## src/design/stroke_circle_eraser_splitter_macros.svh

```systemverilog
// ----------------------------------------------------------------------------
// stroke circle eraser splitter assertion macros
// shared property wrappers for the design files
// ----------------------------------------------------------------------------
`ifndef STROKE_CIRCLE_ERASER_SPLITTER_MACROS_SVH
`define STROKE_CIRCLE_ERASER_SPLITTER_MACROS_SVH

// same-cycle implication, muted during reset
`define SCS_ASSERT_NOW(label, clk, rst, cond, expr, msg) \
  label: assert property (@(posedge clk) disable iff (rst) (cond) |-> (expr)) \
    else $error(msg);

// next-cycle implication, muted during reset
`define SCS_ASSERT_NEXT(label, clk, rst, cond, expr, msg) \
  label: assert property (@(posedge clk) disable iff (rst) (cond) |=> (expr)) \
    else $error(msg);

`endif

```

## src/design/scs_pkg.sv

```systemverilog
// ----------------------------------------------------------------------------
// scs_pkg
// types, codes and helpers of the stroke circle eraser splitter
// ----------------------------------------------------------------------------
package scs_pkg;

  localparam int COORD_BITS = 16;
  localparam int INDEX_BITS = 24;
  localparam int CFG_BITS   = 32;
  localparam int RAD_BITS   = 32;
  localparam int LW_BITS    = 16;
  localparam int OPND_BITS  = 18;
  localparam int PROD_BITS  = 2 * OPND_BITS;
  localparam int ACC_BITS   = 70;
  localparam int PIECE_BITS = 17;
  localparam int LEN_BITS   = 33;
  localparam int CMAG_BITS  = 34;

  typedef enum logic [1:0] {
    CFG_CENTER_X   = 2'd0,
    CFG_CENTER_Y   = 2'd1,
    CFG_RADIUS_SQ  = 2'd2,
    CFG_LINE_WIDTH = 2'd3
  } cfg_index_t;

  typedef enum logic {
    KIND_RUN = 1'b0,
    KIND_BOX = 1'b1
  } kind_t;

  typedef enum logic [1:0] {
    SH_0,
    SH_17,
    SH_18,
    SH_34
  } shift_t;

  typedef struct packed {
    logic   en;
    logic   clr;
    logic   neg;
    shift_t shift;
  } mac_ctl_t;

  typedef enum logic [4:0] {
    ST_IDLE,
    ST_SA, ST_SB,
    ST_EA, ST_EB,
    ST_LA, ST_LB,
    ST_DA, ST_DB,
    ST_XA, ST_XB, ST_XC,
    ST_QA, ST_QB, ST_QC,
    ST_RA, ST_RB, ST_RC, ST_RD,
    ST_FIN,
    ST_UPD,
    ST_EMIT
  } state_t;

  typedef struct packed {
    logic signed [COORD_BITS-1:0] point_x;
    logic signed [COORD_BITS-1:0] point_y;
    logic [INDEX_BITS-1:0]        point_index;
    logic                         first_point;
    logic                         last_point;
  } point_t;

  typedef struct packed {
    kind_t                        kind;
    logic [INDEX_BITS-1:0]        run_begin;
    logic [INDEX_BITS:0]          run_end;
    logic                         box_valid;
    logic signed [COORD_BITS-1:0] box_min_x;
    logic signed [COORD_BITS-1:0] box_min_y;
    logic signed [COORD_BITS-1:0] box_max_x;
    logic signed [COORD_BITS-1:0] box_max_y;
    logic                         last_result;
  } result_t;

  function automatic logic signed [COORD_BITS-1:0] smin(
    input logic signed [COORD_BITS-1:0] a,
    input logic signed [COORD_BITS-1:0] b
  );
    return (a < b) ? a : b;
  endfunction

  function automatic logic signed [COORD_BITS-1:0] smax(
    input logic signed [COORD_BITS-1:0] a,
    input logic signed [COORD_BITS-1:0] b
  );
    return (a > b) ? a : b;
  endfunction

  // clip an edge widened by the line width back to the coordinate range
  function automatic logic signed [COORD_BITS-1:0] sat_coord(
    input logic signed [COORD_BITS+1:0] v
  );
    logic signed [COORD_BITS+1:0] hi;
    logic signed [COORD_BITS+1:0] lo;
    hi = (COORD_BITS+2)'(2 ** (COORD_BITS - 1) - 1);
    lo = -hi - (COORD_BITS+2)'(1);
    if (v > hi) begin
      return hi[COORD_BITS-1:0];
    end else if (v < lo) begin
      return lo[COORD_BITS-1:0];
    end
    return v[COORD_BITS-1:0];
  endfunction

endpackage

```

## src/design/scs_mac.sv

```systemverilog
// ----------------------------------------------------------------------------
// scs_mac
// shared signed multiplier with shifted add or subtract into an accumulator
// ----------------------------------------------------------------------------
module scs_mac (
  input  logic                                 clk,
  input  logic signed [scs_pkg::OPND_BITS-1:0] op_a,
  input  logic signed [scs_pkg::OPND_BITS-1:0] op_b,
  input  scs_pkg::mac_ctl_t                    ctl,
  output logic signed [scs_pkg::ACC_BITS-1:0]  acc
);
  import scs_pkg::*;

  logic signed [PROD_BITS-1:0] prod;
  logic signed [ACC_BITS-1:0]  prod_ext;
  logic signed [ACC_BITS-1:0]  term;
  logic signed [ACC_BITS-1:0]  shifted;

  assign prod     = op_a * op_b;
  assign prod_ext = ACC_BITS'(prod);

  always_comb begin
    unique case (ctl.shift)
      SH_0:    shifted = prod_ext;
      SH_17:   shifted = prod_ext <<< 17;
      SH_18:   shifted = prod_ext <<< 18;
      SH_34:   shifted = prod_ext <<< 34;
      default: shifted = prod_ext;
    endcase
    term = ctl.neg ? -shifted : shifted;
  end

  always_ff @(posedge clk) begin
    if (ctl.en) begin
      acc <= ctl.clr ? term : acc + term;
    end
  end

endmodule

```

## src/design/stroke_circle_eraser_splitter.sv

```systemverilog
// ----------------------------------------------------------------------------
// stroke_circle_eraser_splitter
// splits a polyline stroke into kept index runs around an eraser circle and
// reports the widened, saturated box of the erased segments
// ----------------------------------------------------------------------------
//  channel  direction  handshake              payload
//  pt       in         pt_valid / pt_stall    scs_pkg::point_t
//  res      out        res_valid / res_stall  scs_pkg::result_t
//  cfg      in         cfg_write              cfg_index, cfg_data
//
// a point is taken in the idle state; a first point goes straight to update and
// emit; any other point runs the segment test on the one shared multiplier and
// leaves early with the start point inside, the end point inside or the foot
// outside the segment, else runs the full perpendicular test of 17 products;
// each result is loaded in its own emit step, which waits while res_stall holds
// rst is synchronous; it clears the sequencer, stroke state, configuration and result flags
// pt_stall is high while a point is in work or its results are queued;
// the result register lets the next point in while a result waits on res_stall
// ----------------------------------------------------------------------------
`include "stroke_circle_eraser_splitter_macros.svh"

module stroke_circle_eraser_splitter (
  input  logic                            clk,
  input  logic                            rst,
  input  logic                            pt_valid,
  output logic                            pt_stall,
  input  scs_pkg::point_t                 pt_data,
  output logic                            res_valid,
  input  logic                            res_stall,
  output scs_pkg::result_t                res_data,
  input  logic                            cfg_write,
  input  scs_pkg::cfg_index_t             cfg_index,
  input  logic [scs_pkg::CFG_BITS-1:0]    cfg_data
);
  import scs_pkg::*;

  // configuration
  logic signed [COORD_BITS-1:0] center_x;
  logic signed [COORD_BITS-1:0] center_y;
  logic [RAD_BITS-1:0]          radius_sq;
  logic [LW_BITS-1:0]           line_width;

  // stroke state
  logic signed [COORD_BITS-1:0] prev_x;
  logic signed [COORD_BITS-1:0] prev_y;
  logic [INDEX_BITS-1:0]        prev_index;
  logic                         erasing;
  logic [INDEX_BITS-1:0]        open_run_begin;
  logic                         box_seen;
  logic signed [COORD_BITS-1:0] box_bounds [4];

  // work registers
  state_t                       state;
  state_t                       state_next;
  point_t                       pt;
  logic                         hit;
  logic [LEN_BITS-1:0]          len_q;
  logic [CMAG_BITS-1:0]         cmag;
  logic                         run_pend;
  logic                         box_pend;
  logic [INDEX_BITS-1:0]        run_begin_q;
  logic [INDEX_BITS:0]          run_end_q;

  // shared multiplier
  mac_ctl_t                     mac_ctl;
  logic signed [OPND_BITS-1:0]  op_a;
  logic signed [OPND_BITS-1:0]  op_b;
  logic signed [ACC_BITS-1:0]   acc;

  scs_mac u_mac (
    .clk  (clk),
    .op_a (op_a),
    .op_b (op_b),
    .ctl  (mac_ctl),
    .acc  (acc)
  );

  // differences, 17 bits signed
  logic signed [COORD_BITS:0] cxs, cys, cxe, cye, vx, vy;
  assign cxs = {center_x[COORD_BITS-1], center_x} - {prev_x[COORD_BITS-1], prev_x};
  assign cys = {center_y[COORD_BITS-1], center_y} - {prev_y[COORD_BITS-1], prev_y};
  assign cxe = {center_x[COORD_BITS-1], center_x} - {pt.point_x[COORD_BITS-1], pt.point_x};
  assign cye = {center_y[COORD_BITS-1], center_y} - {pt.point_y[COORD_BITS-1], pt.point_y};
  assign vx  = {pt.point_x[COORD_BITS-1], pt.point_x} - {prev_x[COORD_BITS-1], prev_x};
  assign vy  = {pt.point_y[COORD_BITS-1], pt.point_y} - {prev_y[COORD_BITS-1], prev_y};

  // compares against the accumulator
  logic inside_now;
  logic foot_inside;
  assign inside_now  = acc < $signed({{(ACC_BITS-RAD_BITS){1'b0}}, radius_sq});
  assign foot_inside = (acc > $signed(ACC_BITS'(0)))
                    && (acc < $signed({{(ACC_BITS-LEN_BITS){1'b0}}, len_q}));

  logic signed [ACC_BITS-1:0] acc_abs;
  assign acc_abs = acc[ACC_BITS-1] ? -acc : acc;

  logic load_ok;
  assign load_ok  = !res_valid || !res_stall;
  assign pt_stall = (state != ST_IDLE);

  // sequencer: at most one product per step
  always_comb begin
    state_next = state;
    mac_ctl    = '{en: 1'b0, clr: 1'b0, neg: 1'b0, shift: SH_0};
    op_a       = '0;
    op_b       = '0;
    unique case (state)
      ST_IDLE: begin
        if (pt_valid) begin
          state_next = pt_data.first_point ? ST_UPD : ST_SA;
        end
      end
      // start point distance
      ST_SA: begin
        mac_ctl = '{en: 1'b1, clr: 1'b1, neg: 1'b0, shift: SH_0};
        op_a = {cxs[COORD_BITS], cxs}; op_b = {cxs[COORD_BITS], cxs};
        state_next = ST_SB;
      end
      ST_SB: begin
        mac_ctl = '{en: 1'b1, clr: 1'b0, neg: 1'b0, shift: SH_0};
        op_a = {cys[COORD_BITS], cys}; op_b = {cys[COORD_BITS], cys};
        state_next = ST_EA;
      end
      // end point distance
      ST_EA: begin
        mac_ctl = '{en: 1'b1, clr: 1'b1, neg: 1'b0, shift: SH_0};
        op_a = {cxe[COORD_BITS], cxe}; op_b = {cxe[COORD_BITS], cxe};
        state_next = inside_now ? ST_UPD : ST_EB;
      end
      ST_EB: begin
        mac_ctl = '{en: 1'b1, clr: 1'b0, neg: 1'b0, shift: SH_0};
        op_a = {cye[COORD_BITS], cye}; op_b = {cye[COORD_BITS], cye};
        state_next = ST_LA;
      end
      // squared segment length
      ST_LA: begin
        mac_ctl = '{en: 1'b1, clr: 1'b1, neg: 1'b0, shift: SH_0};
        op_a = {vx[COORD_BITS], vx}; op_b = {vx[COORD_BITS], vx};
        state_next = inside_now ? ST_UPD : ST_LB;
      end
      ST_LB: begin
        mac_ctl = '{en: 1'b1, clr: 1'b0, neg: 1'b0, shift: SH_0};
        op_a = {vy[COORD_BITS], vy}; op_b = {vy[COORD_BITS], vy};
        state_next = ST_DA;
      end
      // projection of the centre onto the segment
      ST_DA: begin
        mac_ctl = '{en: 1'b1, clr: 1'b1, neg: 1'b0, shift: SH_0};
        op_a = {cxs[COORD_BITS], cxs}; op_b = {vx[COORD_BITS], vx};
        state_next = ST_DB;
      end
      ST_DB: begin
        mac_ctl = '{en: 1'b1, clr: 1'b0, neg: 1'b0, shift: SH_0};
        op_a = {cys[COORD_BITS], cys}; op_b = {vy[COORD_BITS], vy};
        state_next = ST_XA;
      end
      // cross product
      ST_XA: begin
        mac_ctl = '{en: 1'b1, clr: 1'b1, neg: 1'b0, shift: SH_0};
        op_a = {cxs[COORD_BITS], cxs}; op_b = {vy[COORD_BITS], vy};
        state_next = foot_inside ? ST_XB : ST_UPD;
      end
      ST_XB: begin
        mac_ctl = '{en: 1'b1, clr: 1'b0, neg: 1'b1, shift: SH_0};
        op_a = {cys[COORD_BITS], cys}; op_b = {vx[COORD_BITS], vx};
        state_next = ST_XC;
      end
      ST_XC: begin
        state_next = ST_QA;
      end
      // cross squared, in 17-bit pieces
      ST_QA: begin
        mac_ctl = '{en: 1'b1, clr: 1'b1, neg: 1'b0, shift: SH_34};
        op_a = {1'b0, cmag[CMAG_BITS-1:PIECE_BITS]};
        op_b = {1'b0, cmag[CMAG_BITS-1:PIECE_BITS]};
        state_next = ST_QB;
      end
      ST_QB: begin
        mac_ctl = '{en: 1'b1, clr: 1'b0, neg: 1'b0, shift: SH_18};
        op_a = {1'b0, cmag[CMAG_BITS-1:PIECE_BITS]};
        op_b = {1'b0, cmag[PIECE_BITS-1:0]};
        state_next = ST_QC;
      end
      ST_QC: begin
        mac_ctl = '{en: 1'b1, clr: 1'b0, neg: 1'b0, shift: SH_0};
        op_a = {1'b0, cmag[PIECE_BITS-1:0]};
        op_b = {1'b0, cmag[PIECE_BITS-1:0]};
        state_next = ST_RA;
      end
      // minus radius_sq times length
      ST_RA: begin
        mac_ctl = '{en: 1'b1, clr: 1'b0, neg: 1'b1, shift: SH_0};
        op_a = {1'b0, len_q[PIECE_BITS-1:0]};
        op_b = {1'b0, radius_sq[PIECE_BITS-1:0]};
        state_next = ST_RB;
      end
      ST_RB: begin
        mac_ctl = '{en: 1'b1, clr: 1'b0, neg: 1'b1, shift: SH_17};
        op_a = {1'b0, len_q[PIECE_BITS-1:0]};
        op_b = {3'b000, radius_sq[RAD_BITS-1:PIECE_BITS]};
        state_next = ST_RC;
      end
      ST_RC: begin
        mac_ctl = '{en: 1'b1, clr: 1'b0, neg: 1'b1, shift: SH_17};
        op_a = {2'b00, len_q[LEN_BITS-1:PIECE_BITS]};
        op_b = {1'b0, radius_sq[PIECE_BITS-1:0]};
        state_next = ST_RD;
      end
      ST_RD: begin
        mac_ctl = '{en: 1'b1, clr: 1'b0, neg: 1'b1, shift: SH_34};
        op_a = {2'b00, len_q[LEN_BITS-1:PIECE_BITS]};
        op_b = {3'b000, radius_sq[RAD_BITS-1:PIECE_BITS]};
        state_next = ST_FIN;
      end
      ST_FIN: begin
        state_next = ST_UPD;
      end
      ST_UPD: begin
        state_next = ST_EMIT;
      end
      ST_EMIT: begin
        if (!run_pend && !box_pend) begin
          state_next = ST_IDLE;
        end
      end
      default: state_next = ST_IDLE;
    endcase
  end

  always_ff @(posedge clk) begin
    if (rst) begin
      state <= ST_IDLE;
    end else begin
      state <= state_next;
    end
  end

  // stroke bookkeeping after the segment decision
  logic                         erasing_next;
  logic [INDEX_BITS-1:0]        open_run_begin_next;
  logic signed [COORD_BITS-1:0] bounds_next [4];
  logic                         seg_hit;

  assign seg_hit = !pt.first_point && hit;

  always_comb begin
    erasing_next        = erasing;
    open_run_begin_next = open_run_begin;
    priority if (pt.first_point) begin
      erasing_next        = 1'b0;
      open_run_begin_next = pt.point_index;
    end else if (hit) begin
      erasing_next = 1'b1;
    end else if (erasing) begin
      erasing_next        = 1'b0;
      open_run_begin_next = prev_index;
    end
    // box of the erased segment, merged with the earlier ones
    bounds_next[0] = smin(prev_x, pt.point_x);
    bounds_next[1] = smin(prev_y, pt.point_y);
    bounds_next[2] = smax(prev_x, pt.point_x);
    bounds_next[3] = smax(prev_y, pt.point_y);
    if (box_seen) begin
      bounds_next[0] = smin(bounds_next[0], box_bounds[0]);
      bounds_next[1] = smin(bounds_next[1], box_bounds[1]);
      bounds_next[2] = smax(bounds_next[2], box_bounds[2]);
      bounds_next[3] = smax(bounds_next[3], box_bounds[3]);
    end
  end

  // result items
  result_t run_item;
  result_t box_item;
  logic signed [COORD_BITS+1:0] lw_ext;

  assign lw_ext = $signed({2'b00, line_width});

  always_comb begin
    run_item           = '0;
    run_item.kind      = KIND_RUN;
    run_item.run_begin = run_begin_q;
    run_item.run_end   = run_end_q;

    box_item             = '0;
    box_item.kind        = KIND_BOX;
    box_item.last_result = 1'b1;
    if (box_seen) begin
      box_item.box_valid = 1'b1;
      box_item.box_min_x = sat_coord(
        $signed({{2{box_bounds[0][COORD_BITS-1]}}, box_bounds[0]}) - lw_ext);
      box_item.box_min_y = sat_coord(
        $signed({{2{box_bounds[1][COORD_BITS-1]}}, box_bounds[1]}) - lw_ext);
      box_item.box_max_x = sat_coord(
        $signed({{2{box_bounds[2][COORD_BITS-1]}}, box_bounds[2]}) + lw_ext);
      box_item.box_max_y = sat_coord(
        $signed({{2{box_bounds[3][COORD_BITS-1]}}, box_bounds[3]}) + lw_ext);
    end
  end

  logic emit_now;
  assign emit_now = (state == ST_EMIT) && (run_pend || box_pend);

  // payload registers
  always_ff @(posedge clk) begin
    if (state == ST_IDLE && pt_valid) begin
      pt <= pt_data;
    end
    if (state == ST_DA) begin
      len_q <= acc[LEN_BITS-1:0];
    end
    if (state == ST_XC) begin
      cmag <= acc_abs[CMAG_BITS-1:0];
    end
    if (state == ST_UPD) begin
      run_begin_q <= open_run_begin_next;
      run_end_q   <= seg_hit ? {1'b0, pt.point_index}
                             : {1'b0, pt.point_index} + (INDEX_BITS+1)'(1);
    end
    if (load_ok && emit_now) begin
      res_data <= run_pend ? run_item : box_item;
    end
  end

  // control and stroke state
  always_ff @(posedge clk) begin
    if (rst) begin
      center_x       <= '0;
      center_y       <= '0;
      radius_sq      <= '0;
      line_width     <= '0;
      prev_x         <= '0;
      prev_y         <= '0;
      prev_index     <= '0;
      erasing        <= 1'b0;
      open_run_begin <= '0;
      box_seen       <= 1'b0;
      box_bounds     <= '{default: '0};
      hit            <= 1'b0;
      run_pend       <= 1'b0;
      box_pend       <= 1'b0;
      res_valid      <= 1'b0;
    end else begin
      if (cfg_write) begin
        unique case (cfg_index)
          CFG_CENTER_X:   center_x   <= cfg_data[COORD_BITS-1:0];
          CFG_CENTER_Y:   center_y   <= cfg_data[COORD_BITS-1:0];
          CFG_RADIUS_SQ:  radius_sq  <= cfg_data[RAD_BITS-1:0];
          CFG_LINE_WIDTH: line_width <= cfg_data[LW_BITS-1:0];
          default: ;
        endcase
      end

      // segment decision
      unique case (state)
        ST_IDLE: hit <= 1'b0;
        ST_EA:   hit <= inside_now;
        ST_LA:   hit <= inside_now;
        ST_FIN:  hit <= acc[ACC_BITS-1];
        default: ;
      endcase

      if (state == ST_UPD) begin
        erasing        <= erasing_next;
        open_run_begin <= open_run_begin_next;
        prev_x         <= pt.point_x;
        prev_y         <= pt.point_y;
        prev_index     <= pt.point_index;
        if (pt.first_point) begin
          box_seen   <= 1'b0;
          box_bounds <= '{default: '0};
        end else if (hit) begin
          box_seen   <= 1'b1;
          box_bounds <= bounds_next;
        end
        // a kept run closes at a hit while not erasing, or at the last point when erasing_next is clear
        run_pend <= (seg_hit && !erasing) || (pt.last_point && !erasing_next);
        box_pend <= pt.last_point;
      end

      // result register transfer
      if (load_ok) begin
        res_valid <= emit_now;
        if (emit_now) begin
          if (run_pend) begin
            run_pend <= 1'b0;
          end else begin
            box_pend <= 1'b0;
          end
        end
      end
    end
  end

  // a point is only taken once no result of the previous point is still pending
  `SCS_ASSERT_NOW(a_no_pending_on_take, clk, rst, pt_valid && !pt_stall, !run_pend && !box_pend, "point taken with results pending")
  // a closing point always queues its box result
  `SCS_ASSERT_NEXT(a_last_queues_box, clk, rst, state == ST_UPD && pt.last_point, box_pend, "box result not queued for last point")
  // an empty box comes out with zero edges
  `SCS_ASSERT_NOW(a_empty_box_zero, clk, rst, res_valid && res_data.kind == KIND_BOX && !res_data.box_valid, res_data.box_min_x == '0 && res_data.box_max_y == '0, "empty box has nonzero edges")

endmodule

```

## config.mk

```make
export PLATFORM = sky130hd
export DESIGN_NAME = stroke_circle_eraser_splitter
export DESIGN_NICKNAME = d
export VERILOG_FILES = /design/src/design/scs_pkg.sv /design/src/design/scs_mac.sv /design/src/design/stroke_circle_eraser_splitter.sv
export VERILOG_INCLUDE_DIRS = /design/src /design/src/design
export SDC_FILE = /design/constraint.sdc
export NUM_CORES = 2
export LEC_CHECK = 0
export BUFFER_PORTS_ARGS = -buffer_cell sky130_fd_sc_hd__buf_2
export CORE_MARGIN = 4
export CORE_UTILIZATION = 41
export DETAILED_ROUTE_END_ITERATION = 10
export HOLD_SLACK_MARGIN = 0.02
export PLACE_DENSITY = 0.6
export SYNTH_ARGS = -nofsm -noshare
export SYNTH_HDL_FRONTEND = slang
export SYNTH_SLANG_ARGS = --single-unit
```

## constraint.sdc

```tcl
create_clock -name clk -period 29.2 [get_ports clk]
set_input_delay 2.92 -clock clk [delete_from_list [all_inputs] [get_ports clk]]
set_output_delay 2.92 -clock clk [all_outputs]
set_load 0.01 [all_outputs]
```

==> results.py <==
metrics = {
    "run_status": {
        "outcome": "finished, final reports clean",
    },
    "clocking": {
        "cts_tree": "done",
        "clockBufferDepth": 3,
        "clk_latency_ns": 0.72,
        "htreeDepth": 3,
        "cts-resized-gates": 0,
        "cts-hold-fix-buffers": 0,
        "cts_sinks": 594,
        "root_buffer": "clkbuf_16",
        "cts_made_buffers": 73,
        "cts.clk_slew.worst_paths_ns": 0.06,
        "post-cts-setup-buffers": 0,
    },
    "die": {
        "pin_count": 215,
        "rows": 134,
        "start_util_pct": 41.4,
        "die_y_um": 376,
        "core_um2": 134000,
        "fp.dieW_um": 376,
        "dieArea_um2": 141000,
    },
    "global_routing": {
        "grt_pass1_vias": 46500,
        "grt_pass1_wl_um": 284000,
        "antenna_found_initial": 14,
        "grt_max_degree": 101,
        "grt_remaining_overflow": 0,
        "grt_use_total_pct": 25.9,
    },
    "worst_setup_path": {
        "critPathMaxStageDelay_ns": 0.66,
        "rr_startpoint": "pt[26]$_DFFE_PP_",
        "crit_path_end_kind": "flop",
        "worst-path-max-fanout": 20,
        "crit_type": "reg -> reg",
        "rr_worst_depth": 54,
        "crit_start": "pt[26]$_DFFE_PP_",
        "crit_required_ns": 29.62,
        "cpMaxStageDelayCell": "a2111oi_0",
        "startpoint_type": "flop",
        "critical_path_arrival_ns": 16.35,
    },
    "timing": {
        "hold_violations": 0,
        "maxSlewViolCount": 0,
        "skew_ns": 0.0711,
        "rsz0062_at_grt": "no",
        "fmax_mhz": 62.8,
        "setup_viol": 0,
        "setup-tns-final_ns": 0,
        "period_minus_slack_ns": 15.93,
        "min_period_over_period_pct": 54.5,
        "slew_headroom_pct": 6.84,
        "worst_pin_slew_ns": 1.40,
    },
    "min_path": {
        "holdCritStartpoint": "open_run_begin[0]$_SDFFE_PP0P_",
        "hold_path_depth": 2,
        "worstHoldPathType": "reg -> reg",
    },
    "layout": {
        "area_growth_pct": 9.70,
        "drive_above_1_share_pct": 8.04,
        "nFillCells": 13200,
        "multiInputGateArea_um2": 36400,
        "layout_common_cells": "948 x nand2_1, 683 x inv_1, 480 x a21oi_1",
        "mostFrequentLayoutCell": "nand2_1",
        "nets": 7407,
        "seqCellArea_um2": 15500,
    },
    "route": {
        "drt_iter0_markers": 3908,
        "dr_total_vias": 47600,
        "dr.pass1.iters": 6,
        "drcViolationCount": 0,
        "drt_wl_total_um": 186000,
        "vias_per_cell": 5.70,
        "antenna_left": 0,
        "detail_route.wl_per_cell_um": 22.3,
    },
    "flow_run": {
        "drv_cap": 0,
    },
    "synth": {
        "synthesis.area_um2": 55400,
        "synth_top_area_share_pct": 19.4,
        "syn_inst": 6435,
        "synth_area_per_cell_um2": 8.62,
        "synth_cell_types": 118,
        "synth_nets": 7326,
        "synth_edf_count": 359,
        "yosysTopAreaCell": "edfxtp_1",
        "yosys-top-cells-area": "edfxtp_1 19%, fa_1 12%, ha_1 10%",
        "ys_seq_area_share_pct": 27.9,
        "synthArstFlopShare_pct": 0,
        "ys.flop_type": "edfxtp_1",
        "yosys_warnings": 0,
        "synth-seq-cells": 594,
    },
    "placed_design": {
        "dp_hpwl_um": 146000,
        "port_buffers": 214,
        "place_congestion": 0.982,
    },
}
[area by class of cell]
type	instances	area share (%)
diodes	7	0.0288
clock buffers	100	3.31
clock inverters	35	0.788
inverters	685	4.23
multi-input cells	4874	59.9
flip-flops and latches	594	25.5
well taps	1768	3.64
repair buffers	288	2.68
[flip-flops by register name (all words and copies together), names as in the netlist, 5 cells and up]
signal / cells
res_data: 115
u_mac.acc: 70
box_bounds: 64
pt: 58
cmag: 34
len_q: 33
radius_sq: 32
run_end_q: 25
open_run_begin: 24
prev_index: 24
run_begin_q: 24
center_x: 16
center_y: 16
line_width: 16
prev_x: 16
prev_y: 16
state: 5
[Yosys cell counts (21+ instances only)]
master / n
a211oi_1: 40
o211ai_1: 24
o31ai_1: 41
nor2_1: 375
dfxtp_1: 235
edfxtp_1: 359
a21oi_1: 480
a21o_1: 140
a22oi_1: 21
a222oi_1: 21
nand2_1: 948
nor2b_1: 112
o21bai_1: 34
buf_2: 23
o22ai_1: 25
or2_2: 23
nand2b_1: 74
ha_1: 453
nor4_1: 25
inv_1: 683
xor2_1: 94
o21ai_0: 378
a31oi_1: 53
a21boi_0: 34
xnor2_1: 221
nand3_1: 96
fa_1: 341
nor3_1: 78
o21a_1: 48
or3_1: 31
mux2i_1: 48
a221oi_1: 22
and3_1: 41
clkbuf_1: 242
nand4_1: 68
and2_1: 118
[per-layer routing]
layer	global-route usage (%)	up-vias	share of wire [%]
li1	-	22500	-
met1	32.8	22900	41
met2	43.5	1712	47
met3	3.44	404	6.3
met4	13.2	2	5.7
met5	0	-	0.0070
[stage by stage]
stage / setup slack (ns) / instances / hold slack (ns) / util (%) / cell area (um2)
final: 13.27 / 8351 / 0.451 / 45.4 / 60800
after global routing: 11.88 / 8346 / 0.469 / 45.4 / 60800
after CTS: 13.25 / 8344 / 0.454 / 45.4 / 60800
after detailed placement: 13.29 / 8209 / 0.446 / 43.5 / 58300
after global placement: 13.67 / 8209 / 0.441 / 43.5 / 58300
after floorplan: 16.28 / 6435 / 0.436 / - / 55400
[path summary, 6_finish.rpt]
check,endpoint,slack [ns]
min,open_run_begin[0]$_SDFFE_PP0P_,0.45
min reg2reg,open_run_begin[0]$_SDFFE_PP0P_,0.45
max,u_mac.acc[62]$_DFFE_PN_,13.27
max reg2reg,u_mac.acc[62]$_DFFE_PN_,13.27
[cells by family (layout without fill, tap and decap cells)]
family	after synthesis	count (layout)	share of synthesized area, %
buffers and inverters	967	1108	6.67
DFF	594	594	27.9
AOI/OAI and AO/OA	1609	1609	18.9
muxes	56	56	1.03
other	0	7	0
xor gates and xnor gates	317	317	5.04
adders and majority gates	794	794	22.5
and+or+nand+nor	2098	2098	17.9
[worst max-delay path, delay by kind of cell (launching register included)]
| kind | cells | cell delay [ns] |
|---|---|---|
| compound gates | 24 | 6.26 |
| simple gates | 10 | 2.97 |
| buf+inv | 8 | 1.06 |
| fa+ha+maj | 10 | 4.52 |
| flops | 1 | 0.41 |
| xor+xnor | 2 | 0.42 |
Power is not shown: default switching activity piles up to over one toggle a cycle in this logic, so the estimate is an artifact.
